==> src/rtl/twacpu_pkg.sv <==
// ---------------------------------------------------------------------------
// twacpu_pkg
// Shared types and constants of the two-slot word accumulator CPU.
// ---------------------------------------------------------------------------
package twacpu_pkg;

   localparam int unsigned FIELD_BITS = 11;
   localparam int unsigned IMM_FIRST  = 24;
   localparam int unsigned OPC_SHIFT  = 27;
   localparam int unsigned PC_STEP    = 4;
   localparam int unsigned CNT_BITS   = 4;

   typedef enum logic [4:0] {
      OP_HLT    = 5'd0,  OP_NOP   = 5'd1,  OP_ADD    = 5'd2,  OP_SUB   = 5'd3,
      OP_MUL    = 5'd4,  OP_DIV   = 5'd5,  OP_CMP    = 5'd6,  OP_XCHG  = 5'd7,
      OP_AND    = 5'd8,  OP_OR    = 5'd9,  OP_XOR    = 5'd10, OP_NOT   = 5'd11,
      OP_JE     = 5'd12, OP_JNE   = 5'd13, OP_JL     = 5'd14, OP_JLE   = 5'd15,
      OP_JG     = 5'd16, OP_JGE   = 5'd17, OP_JMP    = 5'd18, OP_LDA   = 5'd19,
      OP_LDB    = 5'd20, OP_STA   = 5'd21, OP_STB    = 5'd22, OP_LDRB  = 5'd23,
      OP_MOVIAL = 5'd24, OP_MOVIAH = 5'd25, OP_ADDIA = 5'd26, OP_SUBIA = 5'd27,
      OP_MULIA  = 5'd28, OP_DIVIA = 5'd29, OP_LSH    = 5'd30, OP_RSH   = 5'd31
   } opcode_type;

   typedef enum logic [3:0] {
      ST_CLEAR, ST_IDLE, ST_WRAP_HI, ST_WRAP_LO, ST_WRITE, ST_FETCH,
      ST_EXEC, ST_LOAD, ST_STORE, ST_DIVIDE, ST_DONE
   } state_type;

   typedef enum logic [1:0] {
      PUR_WRITE, PUR_FETCH, PUR_LOAD, PUR_STORE
   } purpose_type;

   typedef enum logic [1:0] {
      SRC_LOAD, SRC_PC, SRC_FIELD, SRC_ACCB
   } addr_src_type;

   typedef enum logic [1:0] {
      WD_ZERO, WD_REQ, WD_HI, WD_LO
   } wdata_type;

   typedef struct packed {
      logic        op;
      logic [10:0] load_addr;
      logic [7:0]  load_data;
   } req_type;

   typedef struct packed {
      logic [10:0] prog_counter;
      logic [15:0] acc_a_out;
      logic [15:0] acc_b_out;
      logic        eq_flag;
      logic        lt_flag;
      logic        gt_flag;
      logic        halted;
      logic        right_next;
      logic [4:0]  executed_opcode;
      logic        div_zero;
   } rsp_type;

   typedef struct packed {
      logic         accept;
      addr_src_type src;
      logic         wrap_hi;
      logic         wrap_lo;
      logic         addr_inc;
      logic         mem_we;
      wdata_type    wdata;
      logic         shift_word;
      logic         exec;
      logic         div_step;
      logic         div_last;
      logic         load_done;
   } dp_cmd_type;

   typedef struct packed {
      opcode_type opc;
      logic       pend;
      logic       halt;
      logic       div_zero;
      logic       addr_last;
   } dp_stat_type;

endpackage

==> src/rtl/twacpu_ctrl.sv <==
// ---------------------------------------------------------------------------
// twacpu_ctrl
// Sequencer: memory clear, address wrap, fetch, execute, load, store, divide.
// ---------------------------------------------------------------------------
module twacpu_ctrl (
   input  logic                    clock,
   input  logic                    reset,
   input  logic                    start,
   input  logic                    req_op,
   input  twacpu_pkg::dp_stat_type stat,
   output twacpu_pkg::dp_cmd_type  cmd,
   output logic                    busy,
   output logic                    rsp_valid
);
   import twacpu_pkg::*;

   state_type             state_ff, state_in;
   purpose_type           pur_ff, pur_in;
   addr_src_type          src_ff, src_in;
   logic [CNT_BITS-1:0]   cnt_ff, cnt_in;

   always_ff @(posedge clock) begin
      if (reset) begin
         state_ff <= ST_CLEAR;
         pur_ff   <= PUR_WRITE;
         src_ff   <= SRC_LOAD;
         cnt_ff   <= '0;
      end else begin
         state_ff <= state_in;
         pur_ff   <= pur_in;
         src_ff   <= src_in;
         cnt_ff   <= cnt_in;
      end
   end

   always_comb begin
      state_in = state_ff;
      pur_in   = pur_ff;
      src_in   = src_ff;
      cnt_in   = cnt_ff;
      cmd      = '0;
      cmd.src  = src_ff;
      cmd.wdata = WD_ZERO;

      unique case (state_ff)
         ST_CLEAR: begin
            cmd.mem_we   = 1'b1;
            cmd.addr_inc = 1'b1;
            if (stat.addr_last) state_in = ST_IDLE;
         end
         ST_IDLE: begin
            if (start) begin
               cmd.accept = 1'b1;
               if (!req_op) begin
                  pur_in   = PUR_WRITE;
                  src_in   = SRC_LOAD;
                  state_in = ST_WRAP_HI;
               end else if (stat.halt) begin
                  state_in = ST_DONE;
               end else if (stat.pend) begin
                  state_in = ST_EXEC;
               end else begin
                  pur_in   = PUR_FETCH;
                  src_in   = SRC_PC;
                  state_in = ST_WRAP_HI;
               end
            end
         end
         ST_WRAP_HI: begin
            cmd.wrap_hi = 1'b1;
            state_in    = ST_WRAP_LO;
         end
         ST_WRAP_LO: begin
            cmd.wrap_lo = 1'b1;
            cnt_in      = '0;
            unique case (pur_ff)
               PUR_WRITE: state_in = ST_WRITE;
               PUR_FETCH: state_in = ST_FETCH;
               PUR_LOAD:  state_in = ST_LOAD;
               default:   state_in = ST_STORE;
            endcase
         end
         ST_WRITE: begin
            cmd.mem_we = 1'b1;
            cmd.wdata  = WD_REQ;
            state_in   = ST_DONE;
         end
         ST_FETCH: begin
            // read one byte per cycle, shift in the byte issued the cycle before
            cmd.addr_inc   = 1'b1;
            cmd.shift_word = (cnt_ff != '0);
            cnt_in         = cnt_ff + 1'b1;
            if (cnt_ff == CNT_BITS'(4)) state_in = ST_EXEC;
         end
         ST_EXEC: begin
            cmd.exec = 1'b1;
            cnt_in   = '0;
            unique case (stat.opc)
               OP_LDA, OP_LDB: begin
                  pur_in   = PUR_LOAD;
                  src_in   = SRC_FIELD;
                  state_in = ST_WRAP_HI;
               end
               OP_LDRB: begin
                  pur_in   = PUR_LOAD;
                  src_in   = SRC_ACCB;
                  state_in = ST_WRAP_HI;
               end
               OP_STA, OP_STB: begin
                  pur_in   = PUR_STORE;
                  src_in   = SRC_FIELD;
                  state_in = ST_WRAP_HI;
               end
               OP_DIV, OP_DIVIA:
                  state_in = stat.div_zero ? ST_DONE : ST_DIVIDE;
               default: state_in = ST_DONE;
            endcase
         end
         ST_LOAD: begin
            cmd.addr_inc   = 1'b1;
            cmd.shift_word = (cnt_ff == CNT_BITS'(1));
            cmd.load_done  = (cnt_ff == CNT_BITS'(2));
            cnt_in         = cnt_ff + 1'b1;
            if (cnt_ff == CNT_BITS'(2)) state_in = ST_DONE;
         end
         ST_STORE: begin
            cmd.mem_we   = 1'b1;
            cmd.addr_inc = 1'b1;
            cmd.wdata    = (cnt_ff == '0) ? WD_HI : WD_LO;
            cnt_in       = cnt_ff + 1'b1;
            if (cnt_ff != '0) state_in = ST_DONE;
         end
         ST_DIVIDE: begin
            cmd.div_step = 1'b1;
            cmd.div_last = (cnt_ff == '1);
            cnt_in       = cnt_ff + 1'b1;
            if (cnt_ff == '1) state_in = ST_DONE;
         end
         ST_DONE: state_in = ST_IDLE;
         default: state_in = ST_IDLE;
      endcase
   end

   assign busy      = (state_ff != ST_IDLE);
   assign rsp_valid = (state_ff == ST_DONE);

endmodule

==> config.mk <==
export PLATFORM = sky130hd
export DESIGN_NAME = twacpu_ctrl
export DESIGN_NICKNAME = d
export VERILOG_FILES = /design/src/rtl/twacpu_pkg.sv /design/src/rtl/twacpu_ctrl.sv
export SDC_FILE = /design/constraint.sdc
export NUM_CORES = 1
export LEC_CHECK = 0
export BUFFER_PORTS_ARGS = -buffer_cell sky130_fd_sc_hd__buf_4
export CAP_MARGIN = 20
export CORE_MARGIN = 3
export CORE_UTILIZATION = 30
export CTS_BUF_LIST = sky130_fd_sc_hd__clkbuf_8
export DETAILED_ROUTE_END_ITERATION = 10
export PLACE_DENSITY = 0.46
export SKIP_CTS_REPAIR_TIMING = 1
export SYNTH_ARGS = -nofsm -noshare
export SYNTH_HDL_FRONTEND = slang
export SYNTH_SLANG_ARGS = --single-unit
==> constraint.sdc <==
create_clock -name clock -period 2.8 [get_ports clock]
set_input_delay 0 -clock clock [delete_from_list [all_inputs] [get_ports clock]]
set_output_delay 0 -clock clock [all_outputs]
set_load 0.02 [all_outputs]
==> run summary, run 1 <==
### Worst setup path
• reg2reg — category of the critical setup timing path
• 0.81 ns — largest stage delay on the critical path
• flip-flop — crit path launch type
• 2.20 ns — Arrival @ worst endpoint
• 2.95 ns — CP required
• 22 — maximum fanout along the worst path
• sky130_fd_sc_hd__dfxtp_1 — critical-path cell with the highest stage delay
• and4bb_1, nand4_1, a2111o_1, o31ai_1 — cell breakdown of the critical path
• flip-flop — critical path endpoint category

### Layout
• 19.31% — P&R area growth vs syn
• sky130_fd_sc_hd__buf_4 — commonest non-fill, non-tap cell in the layout
• 0 — # diodes
• 399 — number of fill cells in the layout
• 38.12% — share of the core filled with cells in the final layout
• 27.85% — fraction of layout cells with a size suffix above 1
• 178 — number of nets at the end of the flow
• 28 x sky130_fd_sc_hd__buf_4, 12 x sky130_fd_sc_hd__dfxtp_1, 9 x sky130_fd_sc_hd__nand2_1 — most frequent cells in the layout
• 0.001438 mm2 — post-route design area

### Clock tree
• 2 — CTS Buffer Depth
• sky130_fd_sc_hd__clkbuf_8 — master cell of the clock root buffer
• 0.24 ns — insertion delay to the later sink of the worst-skew pair
• 3 — TritonCTS buffer count
• 12 — clock sinks
• 0.06 ns — clock-pin transition on the worst setup and hold timing paths
• 1 — CTS H-Tree Depth
• built — clock tree from TritonCTS

### Global route
• 23 — largest net degree at the start of global routing
• 0 — total gr overflow
• 0 — initial antenna violation count
• 5568 um — global-route wire length before repair
• 1138 — number of global-route vias before repair
• 13.95% — total routing usage reported by global routing

### Synthesis
• sky130_fd_sc_hd__dfxtp_1 20%, sky130_fd_sc_hd__ha_1 6.2%, sky130_fd_sc_hd__nand3b_1 3.7% — Area contributors post-synth
• 12 — FF+latch count, synth
• 8.668 um2 — average cell area after synthesis
• sky130_fd_sc_hd__dfxtp_1 — most area-hungry cell type in the Yosys netlist
• 0 — total of warnings raised by yosys
• 0% — FFs w/ async S/R, synth
• 19.94% — proportion of netlist area held by the largest area contributor
• 139 — Synth Instances
• 158 — Syn Nets
• 0 — EDFF count, synth
• 19.94% — part of the Yosys area used for sequential elements
• 0.001205 mm2 — post-synthesis instance area
• 62 — Synth cell types
• sky130_fd_sc_hd__dfxtp_1 — Synth Flop Type

### Timing
• 0 — total setup violations reported at the end of the flow
• 0.05618 ns — worst hold slack
• 73.21% — share of the clock period used by the worst path
• 0 — final max-slew violation count
• false — unrepaired setup endpoints after global routing
• 2.050 ns — min Tclk post-route
• 0 ns — Setup TNS
• 0.002496 ns — setup clock skew after layout
• 0.7501 ns — Tightest Pin Transition
• 0 — Final Hold Vio Count
• 487.8 MHz — achievable clock frequency
• 49.93% — Rel. slew slack

### Place
• 0.001383 mm2 — placed cell area
• 28 — IO buf count
• 0.7720 — final RePlAce weighted congestion
• 2375 um — detailed placement HPWL

### Floorplanning
• 0.004813 mm2 — Die ar.
• 0.003771 mm2 — core outline area
• 22 — Core Rows
• 69.38 um — Die Y-Extent
• 31.95% — Initial Util
• 69.38 um — Chip Width
• 29 — # IOs

### Drt
• 4 — first drt pass iteration count
• 5.422 — Avg Vias per Cell
• 3209 um — wire length reported by the detailed router
• 0 — DRC violation count after routing
• 15.58 um — average wire length per cell after detail routing
• 1117 — total vias in the final route
• 0 — Antenna Nets Post-Route
• 39 — number of DRC violations after detailed-routing iteration 0

### Power and ir drop
• 0.9877 mW — overall power
• 0.5575 nW — leakage component of the power
• 687.0 mW/mm2 — PD cells
• 0.3198 mV — worst vdd ir

### Job
• 0 — count of maximum capacitance violations

### Worst hold path
• in2reg — class of the tightest hold or removal check

### Run status
• completed — run status

==> where the power goes <==
part | total [mW] | switching, mW | internal [mW] | leakage (nW)
combinational | 0.489 | 0.246 | 0.243 | 0.431
sequential | 0.302 | 0.104 | 0.198 | 0.0973
clock | 0.197 | 0.0721 | 0.124 | 0.0288
==> worst max-delay path: cells and delay by family (launching register included) <==
family / cells / cell delay, ns
and+or+nand+nor: 2 / 0.65
DFF: 1 / 0.81
AOI/OAI and AO/OA: 2 / 0.50
==> flip-flops by register name, summed over array words and instances, names as in the netlist <==
signal    cells
state_ff      4
pur_ff        2
cnt_ff        4
src_ff        2
==> cells in the mapped netlist, types with 2 or more instances <==
cell type,count
sky130_fd_sc_hd__dfxtp_1,12
sky130_fd_sc_hd__nand2b_1,6
sky130_fd_sc_hd__buf_6,3
sky130_fd_sc_hd__mux2i_1,2
sky130_fd_sc_hd__a21oi_1,8
sky130_fd_sc_hd__nor3_1,2
sky130_fd_sc_hd__and4bb_2,2
sky130_fd_sc_hd__buf_4,4
sky130_fd_sc_hd__o21bai_1,2
sky130_fd_sc_hd__nand3_1,3
sky130_fd_sc_hd__o21ai_1,3
sky130_fd_sc_hd__buf_2,4
sky130_fd_sc_hd__nor2_1,7
sky130_fd_sc_hd__inv_1,5
sky130_fd_sc_hd__a211oi_1,3
sky130_fd_sc_hd__nor2b_1,2
sky130_fd_sc_hd__nor4_1,2
sky130_fd_sc_hd__nor4bb_1,4
sky130_fd_sc_hd__xor2_1,2
sky130_fd_sc_hd__nand4b_1,2
sky130_fd_sc_hd__ha_1,6
sky130_fd_sc_hd__or3_1,2
sky130_fd_sc_hd__nand3b_1,6
sky130_fd_sc_hd__nand2_1,9
==> through the flow <==
stage               instances  setup WS, ns
floorplan                 139         1.071
global placement          202        0.8958
detailed placement        202        0.8160
CTS                       206        0.7868
global route              206        0.6353
finish                    206        0.7500
==> layout make-up <==
cell class	instances	area (um2)	share of cell area, %
flip-flops and latches	12	240.2	16.71
inverters	5	18.77	1.305
clock buffers	4	55.05	3.829
repair buffers	28	210.2	14.62
well taps	48	60.06	4.178
multi-input cells	109	853.3	59.36
==> cells by family after synthesis <==
group	after synthesis	synth area share [%]
XOR/XNOR	3	2.181
flip-flops	12	19.94
multiplexers	2	1.662
adder cells (fa/ha/maj)	6	6.230
AND/OR/NAND/NOR	63	38.53
buffers and inverters	18	9.241
AO/OA/AOI/OAI	35	22.22
==> layer usage <==
layer / global-route usage (%) / up-vias / routed length (um)
li1: - / 571 / -
met1: 19.35 / 527 / 1637
met2: 22.14 / 17 / 1450
met3: 2.754 / 2 / 102
met4: 3.254 / 0 / 19
met5: 0 / - / 0
==> path summary, 6_finish.rpt <==
| kind | start | to | slack (ns) | cells after the start |
|---|---|---|---|---|
| max | state_ff[2] | pur_ff[0] | 0.75 | 4 |
| min reg2reg | src_ff[1] | src_ff[1] | 0.46 | 2 |
| max reg2reg | state_ff[2] | pur_ff[0] | 0.75 | 4 |
| min | reset | cnt_ff[3] | 0.06 | 2 |
Note: power is estimated with default switching activity, not from simulation.
==> inputs of run 2 (changes only) <==
- PLACE_DENSITY: 0.46 -> 0.48
- clock period: 2.8 -> 1.7 ns (I/O delays scaled with it)
==> run 2 against run 1 <==
Utilization is 2.7 points higher. Sequential share of layout area is 1.0 points lower. Fmax is 28% higher. Power is 71% higher. Die area stayed put. Count of clock-buffer cells in the layout is 1 lower. Critical endpoint is now state_ff[0]. Highest routed layer unchanged.
==> run summary, run 2 (synthesized netlist as in run 1, its figures left out) <==
### Run status
• completed — run status

### Global route
• 0 — total gr overflow
• 13.65% — total routing usage reported by global routing
• 0 — initial antenna violation count
• 1171 — number of global-route vias before repair
• 18 — largest net degree at the start of global routing
• 5478 um — global-route wire length before repair

### Timing
• 624.8 MHz — achievable clock frequency
• 0.3951 ns — Tightest Pin Transition
• 0 ns — Setup TNS
• 0.003979 ns — setup clock skew after layout
• 72.98% — Rel. slew slack
• 0 — Final Hold Vio Count
• 0 — final max-slew violation count
• false — unrepaired setup endpoints after global routing
• 1.600 ns — min Tclk post-route
• 0 — total setup violations reported at the end of the flow
• 0.06975 ns — worst hold slack
• 94.14% — share of the clock period used by the worst path
• 0.09961 ns — post-route worst setup slack

### Place
• 0.07604 ns — worst-case setup slack after placement
• 0.7748 — final RePlAce weighted congestion
• 2535 um — detailed placement HPWL
• 0.001489 mm2 — placed cell area
• 215 — number of cells after detailed placement
• 28 — IO buf count

### Floorplanning
• 31.95% — Initial Util
• 69.38 um — Die Y-Extent
• 22 — Core Rows
• 69.38 um — Chip Width
• 0.003771 mm2 — core outline area
• 0.004813 mm2 — Die ar.
• 29 — # IOs

### Worst setup path
• compound AO/OA/AOI/OAI gates — top cell family by delay on the critical path
• flip-flop — critical path endpoint category
• 4 — maximum fanout along the worst path
• 0.39 ns — largest stage delay on the critical path
• sky130_fd_sc_hd__or3b_4 — critical-path cell with the highest stage delay
• reg2reg — category of the critical setup timing path
• flip-flop — crit path launch type
• inv_2, ha_2, or3b_4, a21oi_2, o211ai_2, o211a_1 — cell breakdown of the critical path
• 6 — total number of cells along the worst setup path
• 1.73 ns — Arrival @ worst endpoint
• 1 — total buffers and inverters traversed by the critical path
• 6 — Reg2Reg Depth
• 1.83 ns — CP required

### Drt
• 71 — number of DRC violations after detailed-routing iteration 0
• 3223 um — wire length reported by the detailed router
• 1166 — total vias in the final route
• 5.349 — Avg Vias per Cell
• 14.78 um — average wire length per cell after detail routing
• 0 — DRC violation count after routing
• 4 — first drt pass iteration count
• 0 — Antenna Nets Post-Route

### Clock tree
• sky130_fd_sc_hd__clkbuf_8 — master cell of the clock root buffer
• 0.24 ns — insertion delay to the later sink of the worst-skew pair
• 12 — clock sinks
• 2 — CTS Buffer Depth
• 3 — TritonCTS buffer count
• 1 — CTS H-Tree Depth
• built — clock tree from TritonCTS
• 0.05 ns — clock-pin transition on the worst setup and hold timing paths

### Layout
• 0.001540 mm2 — post-route design area
• 27.83% — P&R area growth vs syn
• 191 — number of nets at the end of the flow
• sky130_fd_sc_hd__buf_4 — commonest non-fill, non-tap cell in the layout
• 40.84% — share of the core filled with cells in the final layout
• cnt_ff (4), state_ff (4) — largest registers
• 218 — Layout Cells excl Fill
• 0 — # diodes
• 35.88% — fraction of layout cells with a size suffix above 1
• 41 x sky130_fd_sc_hd__buf_4, 11 x sky130_fd_sc_hd__dfxtp_1, 9 x sky130_fd_sc_hd__nand2_1 — most frequent cells in the layout

### Power and ir drop
• 1.692 mW — overall power
• 21.2% — part of the power in registers
• 63.4% — combinational power share
• 0.6248 nW — leakage component of the power
• 1098 mW/mm2 — PD cells
• 0.9778 mW — Internal Dissipation
• 15.4% — clock power share
• 0.3942 mV — worst vdd ir
• 0.7140 mW — power spent charging and discharging nets
• 42.20% — switching share of power

### Job
• 0 — count of maximum capacitance violations

### Worst hold path
• in2reg — class of the tightest hold or removal check
• 2 — hold depth

run 2: cell count changes in the layout (fill, tap and decap cells not counted):
| cell | delta |
|---|---|
| sky130_fd_sc_hd__nor4bb_2 | -1 |
| sky130_fd_sc_hd__or3b_4 | +1 |
| sky130_fd_sc_hd__buf_4 | +13 |
| sky130_fd_sc_hd__a21oi_1 | -1 |
| sky130_fd_sc_hd__ha_2 | +1 |
| sky130_fd_sc_hd__nor4bb_4 | +1 |
| sky130_fd_sc_hd__or3b_1 | -1 |
| sky130_fd_sc_hd__inv_1 | -1 |
| sky130_fd_sc_hd__clkbuf_8 | -1 |
| sky130_fd_sc_hd__a21oi_2 | +1 |
| sky130_fd_sc_hd__dfxtp_1 | -1 |
| sky130_fd_sc_hd__ha_1 | -1 |
| sky130_fd_sc_hd__dfxtp_2 | +1 |
| sky130_fd_sc_hd__inv_2 | +1 |
run 2: cell type report:
cell class / count / area (um2)
fillers: 387 / 2231
multi-input cells: 109 / 870.8
repair buffers: 41 / 307.8
flip-flops and latches: 12 / 241.5
well taps: 48 / 60.06
clock buffers: 3 / 41.29
inverters: 5 / 18.77
run 2: worst reg2reg max path: cells and delay by family (launching register included):
family | cells | cell delay (ns)
simple gates | 1 | 0.39
flops | 1 | 0.32
buf+inv | 1 | 0.07
fa+ha+maj | 1 | 0.18
compound gates | 3 | 0.54
run 2: power groups by stage:
stage	Combinational [mW]	Sequential, mW	Clock [mW]
floorplan	0.756	0.371	0
global placement	1.07	0.361	0
detailed placement	1.07	0.364	0
CTS	1.07	0.359	0.265
global route	1.16	0.365	0.276
finish	1.07	0.359	0.260
run 2: final timing paths:
kind	to	slack [ns]	from
max	state_ff[0]	0.1	cnt_ff[0]
min	pur_ff[1]	0.07	reset
min reg2reg	src_ff[1]	0.47	src_ff[1]
max reg2reg	state_ff[0]	0.1	cnt_ff[0]
run 2: layer usage:
metal	GRT usage (%)	up-vias	part of all wire [%]
met2	24.05	23	48
li1	-	590	-
met5	0	-	0
met3	3.188	4	4.1
met1	17.19	549	47
met4	1.952	0	0.43
==> inputs of run 3 (changes only) <==
- REMOVE_ABC_BUFFERS: not set -> 1
==> run 3 against run 2 <==
Final area rose by 1.9%. Largest power group unchanged. Clock skew fell by 0.0029 ns. Critical path depth did not move.
==> run summary, run 3 (synthesized netlist as in run 1, its figures left out) <==
### Floorplanning
• 22 — Core Rows
• 0.003771 mm2 — core outline area
• 29 — # IOs
• 31.95% — Initial Util
• 69.38 um — Chip Width
• 69.38 um — Die Y-Extent
• 0.004813 mm2 — Die ar.

### Drt
• 14.75 um — average wire length per cell after detail routing
• 159 um — WL met3
• 5.367 — Avg Vias per Cell
• 0 — DRC violation count after routing
• 4 — first drt pass iteration count
• met4 — Top Layer Used
• 1469 um — met2 wire length
• 96 — number of DRC violations after detailed-routing iteration 0
• 0 — Antenna Nets Post-Route
• 1186 — total vias in the final route
• 3260 um — wire length reported by the detailed router
• 1622 um — routed length on met1

### Layout
• sky130_fd_sc_hd__buf_4 — commonest non-fill, non-tap cell in the layout
• 193 — number of nets at the end of the flow
• 0.001569 mm2 — post-route design area
• 390 — number of fill cells in the layout
• 0 — # diodes
• 43 x sky130_fd_sc_hd__buf_4, 9 x sky130_fd_sc_hd__nand2_1, 8 x sky130_fd_sc_hd__dfxtp_1 — most frequent cells in the layout
• 39.31% — fraction of layout cells with a size suffix above 1
• 41.61% — share of the core filled with cells in the final layout
• cnt_ff (4), state_ff (4) — largest registers
• 30.22% — P&R area growth vs syn

### Power and ir drop
• 0.6422 nW — leakage component of the power
• 1132 mW/mm2 — PD cells
• 0.7270 mW — power spent charging and discharging nets
• 40.94% — switching share of power
• 23.0% — part of the power in registers
• 58.9% — combinational power share
• 18.2% — clock power share
• 0.3503 mV — worst vdd ir
• 1.049 mW — Internal Dissipation
• 1.776 mW — overall power

### Worst setup path
• inv_1, ha_2, or3b_4, a21oi_2, o211ai_2, o211a_1 — cell breakdown of the critical path
• flip-flop — crit path launch type
• 0.39 ns — largest stage delay on the critical path
• reg2reg — category of the critical setup timing path
• 1.83 ns — CP required
• sky130_fd_sc_hd__or3b_4 — critical-path cell with the highest stage delay
• 1.74 ns — Arrival @ worst endpoint
• flip-flop — critical path endpoint category
• 4 — maximum fanout along the worst path
• compound AO/OA/AOI/OAI gates — top cell family by delay on the critical path
• 1 — total buffers and inverters traversed by the critical path

### Run status
• completed — run status

### Clock tree
• 12 — clock sinks
• 0.24 ns — insertion delay to the later sink of the worst-skew pair
• built — clock tree from TritonCTS
• 0.06 ns — clock-pin transition on the worst setup and hold timing paths
• 2 — CTS Buffer Depth
• 1 — CTS H-Tree Depth
• sky130_fd_sc_hd__clkbuf_8 — master cell of the clock root buffer
• 3 — TritonCTS buffer count

### Timing
• 0.001105 ns — setup clock skew after layout
• 0 — total setup violations reported at the end of the flow
• 0.3579 ns — Tightest Pin Transition
• 0 — final max-slew violation count
• true — unrepaired setup endpoints after global routing
• 0 — Final Hold Vio Count
• 1.613 ns — min Tclk post-route
• 0.06230 ns — worst hold slack
• 94.87% — share of the clock period used by the worst path
• 75.52% — Rel. slew slack
• 620.0 MHz — achievable clock frequency

### Global route
• 5444 um — global-route wire length before repair
• 13.34% — total routing usage reported by global routing
• 1140 — number of global-route vias before repair
• 0 — initial antenna violation count
• 0 — total gr overflow
• 18 — largest net degree at the start of global routing

### Place
• 0.001488 mm2 — placed cell area
• 0.8184 — final RePlAce weighted congestion
• 2544 um — detailed placement HPWL
• 28 — IO buf count

### Worst hold path
• in2reg — class of the tightest hold or removal check

### Job
• 0 — count of maximum capacitance violations

[run 3: power groups by stage]
| stage | logic (mW) | clock network, mW | registers, mW |
|---|---|---|---|
| 2_1_floorplan | 0.559 | 0 | 0.456 |
| 6_report | 1.05 | 0.322 | 0.408 |
| 3_3_place_gp | 1.02 | 0 | 0.403 |
| 3_5_place_dp | 1.02 | 0 | 0.403 |
| 5_1_grt | 1.14 | 0.341 | 0.417 |
| 4_1_cts | 1.03 | 0.330 | 0.398 |
[run 3: final cells by class]
type | count | area, um2 | area share [%]
Timing Repair Buffer | 43 | 322.8 | 20.57
Clock buffer | 4 | 55.05 | 3.509
Sequential cell | 12 | 247.7 | 15.79
Inverter | 5 | 18.77 | 1.196
Tap cell | 48 | 60.06 | 3.828
Multi-Input combinational cell | 109 | 864.6 | 55.10
[run 3: metal layers]
metal  up-vias  global-route usage [%]
li1        596                       -
met1       556                   19.07
met2        32                   20.44
met3         2                   2.464
met4         0                   3.471
met5         -                       0
[run 3: worst register-to-register path, cell delays in order, from the launching register on]
cell                       delay, ns
sky130_fd_sc_hd__dfxtp_1        0.31
sky130_fd_sc_hd__inv_1          0.09
sky130_fd_sc_hd__ha_2           0.20
sky130_fd_sc_hd__or3b_4         0.39
sky130_fd_sc_hd__a21oi_2        0.16
sky130_fd_sc_hd__o211ai_2       0.13
sky130_fd_sc_hd__o211a_1        0.23
[run 3: final timing paths]
check | start | to | slack, ns | cells past startpoint
max reg2reg | cnt_ff[0] | state_ff[0] | 0.09 | 6
max | cnt_ff[0] | state_ff[0] | 0.09 | 6
min | reset | cnt_ff[3] | 0.06 | 2
min reg2reg | src_ff[1] | src_ff[1] | 0.47 | 2
[run 3: metrics by stage]
stage           TNS, ns  setup WS, ns  std cells
6_report              0       0.08718        221
5_1_grt        -0.01421     -0.009087        221
4_1_cts        -0.02252      -0.01438        220
3_5_place_dp          0       0.01481        216
3_3_place_gp          0       0.06204        216
2_1_floorplan   -0.9820       -0.2029        126
